`src/sv/spt_pkg.sv`:
```
// Shared types and constants for the sprite particle tick engine.
`timescale 1ns / 1ps
package spt_pkg;
   localparam int MAX_PARTICLES = 64;
   localparam int IDX_W = $clog2(MAX_PARTICLES);
   localparam int CNT_W = $clog2(MAX_PARTICLES + 1);
   localparam int CSR_W = 48;
   localparam int CSR_IDX_W = 3;
   localparam int DIST_W = 34;
   localparam int SUM_W = 36;

   typedef enum logic [CSR_IDX_W-1:0] {
      CSR_SPAWN_PERIOD  = 3'd0,
      CSR_ANIM_DURATION = 3'd1,
      CSR_LOOP_ANIM     = 3'd2,
      CSR_LAST_FRAME    = 3'd3,
      CSR_SHEET_COLUMNS = 3'd4,
      CSR_ACTIVE_LIMIT  = 3'd5,
      CSR_ORIGIN        = 3'd6,
      CSR_DRIFT         = 3'd7
   } csr_index_type;

   typedef struct packed {
      logic        start;
      logic [31:0] dividend;
      logic [15:0] divisor;
   } div_req_type;

   typedef struct packed {
      logic        busy;
      logic        done;
      logic [31:0] quot;
      logic [15:0] rem;
   } div_rsp_type;
endpackage

```
`src/sv/spt_div.sv`:
```
// Radix-2 restoring divider, 32-bit dividend by 16-bit divisor, one bit per cycle.
`timescale 1ns / 1ps
module spt_div (
   input  logic                clock,
   input  logic                reset,
   input  spt_pkg::div_req_type div_req,
   output spt_pkg::div_rsp_type div_rsp
);
   logic        busy_ff, busy_in;
   logic        done_ff, done_in;
   logic [4:0]  cnt_ff, cnt_in;
   logic [31:0] quo_ff, quo_in;
   logic [15:0] rem_ff, rem_in;
   logic [15:0] dsr_ff, dsr_in;
   logic [16:0] trial;
   logic        fits;

   always_comb begin
      trial   = {rem_ff, quo_ff[31]};
      fits    = trial >= {1'b0, dsr_ff};
      busy_in = busy_ff;
      done_in = 1'b0;
      cnt_in  = cnt_ff;
      quo_in  = quo_ff;
      rem_in  = rem_ff;
      dsr_in  = dsr_ff;
      if (div_req.start && !busy_ff) begin
         busy_in = 1'b1;
         cnt_in  = '0;
         quo_in  = div_req.dividend;
         rem_in  = '0;
         dsr_in  = div_req.divisor;
      end else if (busy_ff) begin
         rem_in = fits ? 16'(trial - {1'b0, dsr_ff}) : trial[15:0];
         quo_in = {quo_ff[30:0], fits};
         cnt_in = cnt_ff + 5'd1;
         if (cnt_ff == 5'd31) begin
            busy_in = 1'b0;
            done_in = 1'b1;
         end
      end
   end

   always_ff @(posedge clock) begin
      if (reset) begin
         busy_ff <= 1'b0;
         done_ff <= 1'b0;
         cnt_ff  <= '0;
      end else begin
         busy_ff <= busy_in;
         done_ff <= done_in;
         cnt_ff  <= cnt_in;
      end
      quo_ff <= quo_in;
      rem_ff <= rem_in;
      dsr_ff <= dsr_in;
   end

   assign div_rsp.busy = busy_ff;
   assign div_rsp.done = done_ff;
   assign div_rsp.quot = quo_ff;
   assign div_rsp.rem  = rem_ff;
endmodule

```
`config.mk`:
```
export PLATFORM = sky130hd
export DESIGN_NAME = spt_div
export DESIGN_NICKNAME = d
export VERILOG_FILES = /design/src/sv/spt_pkg.sv /design/src/sv/spt_div.sv
export SDC_FILE = /design/constraint.sdc
export NUM_CORES = 1
export LEC_CHECK = 0
export BUFFER_PORTS_ARGS = -buffer_cell sky130_fd_sc_hd__buf_2
export CAP_MARGIN = 20
export CORE_MARGIN = 10
export CORE_UTILIZATION = 50
export DETAILED_ROUTE_END_ITERATION = 8
export GPL_TIMING_DRIVEN = 0
export PLACE_DENSITY = 0.85
export SLEW_MARGIN = 20
export SYNTH_ARGS = -nofsm -noshare
export SYNTH_HDL_FRONTEND = slang
export SYNTH_SLANG_ARGS = --single-unit
```
`constraint.sdc`:
```
create_clock -name clock -period 6.1 [get_ports clock]
set_clock_uncertainty 0.05 [all_clocks]
set_input_delay 1.22 -clock clock [delete_from_list [all_inputs] [get_ports clock]]
set_output_delay 1.22 -clock clock [all_outputs]
set_load 0.02 [all_outputs]
```
Yosys cells after proc, flatten, opt, wreduce, memory -nomap -nowiden. Cells that the tools add are included. Widths: inputs -> output; s select.

Bits in latches: 0. Logic and storage cells: 23. Output and inout bits: 50. Bits in read-only memories: 0. Register bits: 71. Bits in writable memories: 0. Input port bits: 51. Memories: 0.

$lt $le $gt $ge: 1. Bitwise logic cells: 1. Equal/unequal tests: 1. Multiply operators: 0. Shift operators: 0. Mux-type cells: 7. Reductions and logical operators: 5. Div/mod/pow operators: 0. Add/subtract/negate cells: 2.

Operators with widths (number): $mux 32 (2); $ge 17x16->1 (1); $mux 16 (1); $sub 16x16->16 (1); $add 5x1->5 const B (1); $eq 5x5->1 const B (1); $mux 1 (4); $reduce_or 3->1 (1); $reduce_bool 2->1 (1); $reduce_or 2->1 (1); $logic_and 1x1->1 (1); $logic_not 1->1 (1); $not 1->1 (1).

Depth between registers and ports, before layout.
Depth after elaboration: 4. Depth in mapped cells: 10. Gate-level depth less buffers: 9.

Least setup slack after synthesis. Ideal clock, no wire load.

Path type: input to register. Start point: in div_req[48] (netlist bit). End point: reg quo_ff[23], data pin. Cell stages on the path: 4. Buffers on the path: 2. Arrival time: 2.705 ns. Path slack: 3.085 ns. Required time: 5.790 ns. Library setup time: 0.260 ns. Cell sequence: nor2b_1 -> clkbuf_1 -> clkbuf_1 -> mux2_2.

Cells in the longest elaborated chain, start to end: 2.

Ends and longest elaborated chain: start, declared (RTL line spt_div.sv:6) `input spt_pkg::div_req_type div_req,`; $logic_and 1x1->1 (RTL line spt_div.sv:27) `if (div_req.start && !busy_ff) begin`; $mux 32 (RTL line spt_div.sv:27); via quo_in[23] (RTL line spt_div.sv:12) `logic [31:0] quo_ff, quo_in;`; end signal, assigned (RTL line spt_div.sv:54) `quo_ff <= quo_in;`; end, declared (RTL line spt_div.sv:12).

The timed path passes the listed nets, and every way through them passes these cells. A chain may end at the register's enable or synchronous reset.

Final worst setup path.
Start point: in div_req[48] (netlist bit). End point: reg quo_ff[28], data pin.

The elaborated chain is that of the path after synthesis.

==> metrics.txt <==
run status completed; CTS Buf Count 9; CTS Buffer Depth 2; sequential power share 0.370; Yosys Warn Count 0; Final HPWL DP 7360 um; Synth cell types 54; Critical Path End Type register; Sw Pwr 680 uW; port buffer count 100; count of pins over their slew limit 0; Setup violations, final 0; later-pin clock latency in the skew report 0.34 ns; max frequency 360 MHz; core footprint 7330 um2; Post-Synth Simple-Gate Area 0.116; cell depth of the worst hold path 2; commonest non-fill, non-tap cell in the layout buf_2; largest family of logic cells by synthesized area compound AO/OA/AOI/OAI gates; post-synthesis mux area share 0.0945; sequential area share after synthesis 0.499; type of origin of the critical path input port; CTS tree built; number of nets in the layout 516; fraction of synthesized cell area in xor and xnor cells 0.0322; Vert. Die Dim 107 um; Pleak 0.00199 uW; total routed wirelength 9680 um; Die Span X 107 um; # clock sinks 71; # diodes 0; Synth Area in Compound Gates 0.148; Clk pwr share 0.230; Synth async-reset ratio 0; Top FF cell, synth edfxtp_1; Final Hold Violating Endpoints 0; site row count 31; post-route ant nets 0; cell count after synthesis 335; FF-to-FF path depth 6; Comb power frac 0.400; CP startpoint div_req[48]; Post-CTS Setup Bufs 0; DRC 0; Seq cells post-synth 71; Layout area overhead 22.2%; synthesized area per cell 11.4 um2; CTS clk-pin slew, worst paths 0.08 ns; worst-path fanout max 25; Tmin final 2.78 ns; max cap viols 0; H-tree Lvls 3; share of layout cells above drive strength 1 0.381; largest net degree at the start of global routing 34; vias 3035; WP data arrival 2.83 ns; period utilization 0.456; Hold Crit Start rem_ff[10]; vias per cell 5.52; VDD IR max 0.180 mV; Post-synth EDFFs 48; vias in the first global route 3180; Slew Limit Headroom 0.289; GPL Wtd Cong 0.940; hold slack 0.460 ns; Tot GR Track Use 0.171; Worst-Margin Slew 1.06 ns; antenna violations before repair 0; # resized after CTS 0; cell area after synthesis 3810 um2; hold buffers post-CTS 0; RSZ-0062 raised after global routing no; flop2flop setup slack 3.45 ns; r2r startpoint rem_ff[13]; Root Driver clkbuf_8; Internal Power 1120 uW; I/O pin cnt 101; initial core utilization 0.520; Pwr Total 1800 uW; hold crit path type reg2reg; category of the most critical setup path in2reg; # fillers 596; Reg-to-Reg End rem_ff[7]; Die ar. 11500 um2; adder-cell share of the synthesized area 0.0643; DR WL/cell 17.6 um; first-pass GRT wire length 15600 um; DR iter-0 viols 224; global route overflow 0; drt pass-1 iters 4; Sw Ratio 0.379; Pwr per Cell Area 386 nW/um2; TNS Setup 0 ns; Layout Utilization 0.635; Net Count, Synth 405; Hold Path Sink rem_ff[10]; Worst EP required 6.15 ns; most frequent cells in the layout 103 x buf_2, 48 x edfxtp_1, 36 x nand2_1
[registers in the layout, summed over array words and instances, names as in the netlist]
signal	flops
rem_ff	16
done_ff	1
dsr_ff	16
quo_ff	32
cnt_ff	5
busy_ff	1
[how the worst max path moves through the flow]
stage | to | slack, ns | cells past startpoint
after global routing | quo_ff[28] | 3.23 | 5
after CTS | quo_ff[28] | 3.31 | 5
final | quo_ff[28] | 3.32 | 5
after detailed placement | quo_ff[28] | 2.93 | 5
after global placement | quo_ff[30] | 2.45 | 5
after floorplan | quo_ff[23] | 3.08 | 4
[power by group through the flow]
stage	sequential [uW]	combinational (uW)	clock, uW
6_report	664	719	413
5_1_grt	676	783	441
4_1_cts	664	719	424
3_5_place_dp	673	716	0
3_3_place_gp	669	698	0
2_1_floorplan	752	432	0
[layer usage]
layer,global-route usage,part of all wire,up-vias
li1,-,-,1458
met1,0.184,0.38,1439
met2,0.288,0.50,122
met3,0.0784,0.11,16
met4,0.0629,0.014,0
met5,0,0,-
[per-stage QoR]
| stage | instances | instance area, um2 | worst slack (ns) |
|---|---|---|---|
| floorplan | 335 | 3810 | 3.08 |
| global placement | 534 | 4440 | 2.45 |
| detailed placement | 534 | 4440 | 2.93 |
| CTS | 550 | 4660 | 3.31 |
| global route | 550 | 4660 | 3.23 |
| finish | 550 | 4660 | 3.32 |
[synth_stat cells, types with 2 or more instances]
cell type  count  area share
buf_2          3      0.0039
nor2_1        12       0.012
a21o_1         3      0.0059
and3_1         4      0.0066
clkbuf_1       8      0.0079
o221ai_1       6       0.014
nor2b_1        6      0.0098
o31ai_2        2      0.0066
xor2_1         8       0.018
buf_4          3      0.0059
buf_6          2      0.0059
inv_1         19       0.019
a211o_1        2      0.0046
a211oi_1       3      0.0059
nand2_1       36       0.035
nand3_1        6      0.0079
dfxtp_1       23        0.12
a31oi_1        3      0.0049
xnor2_1        6       0.014
mux2_2        32       0.095
a31o_1         3      0.0069
nor3b_1        6       0.012
o21ai_2        2      0.0046
o211ai_1      10       0.020
or2_2          2      0.0033
ha_1          18       0.059
edfxtp_1      48        0.38
nand4_1        6      0.0098
nand2b_1       2      0.0033
o21ai_1        2      0.0026
o21ai_0        8       0.011
a21oi_1       16       0.021
nor3_1         4      0.0053
[cells by family (layout without fill, tap and decap cells)]
kind of cell,count (synthesis),after routing
flops,71,71
buf+inv,38,154
fa+ha+maj,19,19
compound gates,72,72
xor+xnor,14,14
simple gates,89,89
mux,32,32
[final cells by class]
class                           count  area (um2)  share of cell area
Buffer                             19         108              0.0231
Clock buffer                        9         124              0.0266
Clock inverter                      7        96.3              0.0207
Inverter                           19        71.3              0.0153
Multi-Input combinational cell    226        1730               0.372
Sequential cell                    71        1900               0.408
Tap cell                           99         124              0.0266
Timing Repair Buffer              100         500               0.107
[worst max-delay path, cell delays in order]
cell and delay, ns:
buf_2 0.14, nor2b_1 0.15, clkbuf_1 0.29, clkbuf_2 0.60
mux2_2 0.42
(Power assumes the default switching activity.)
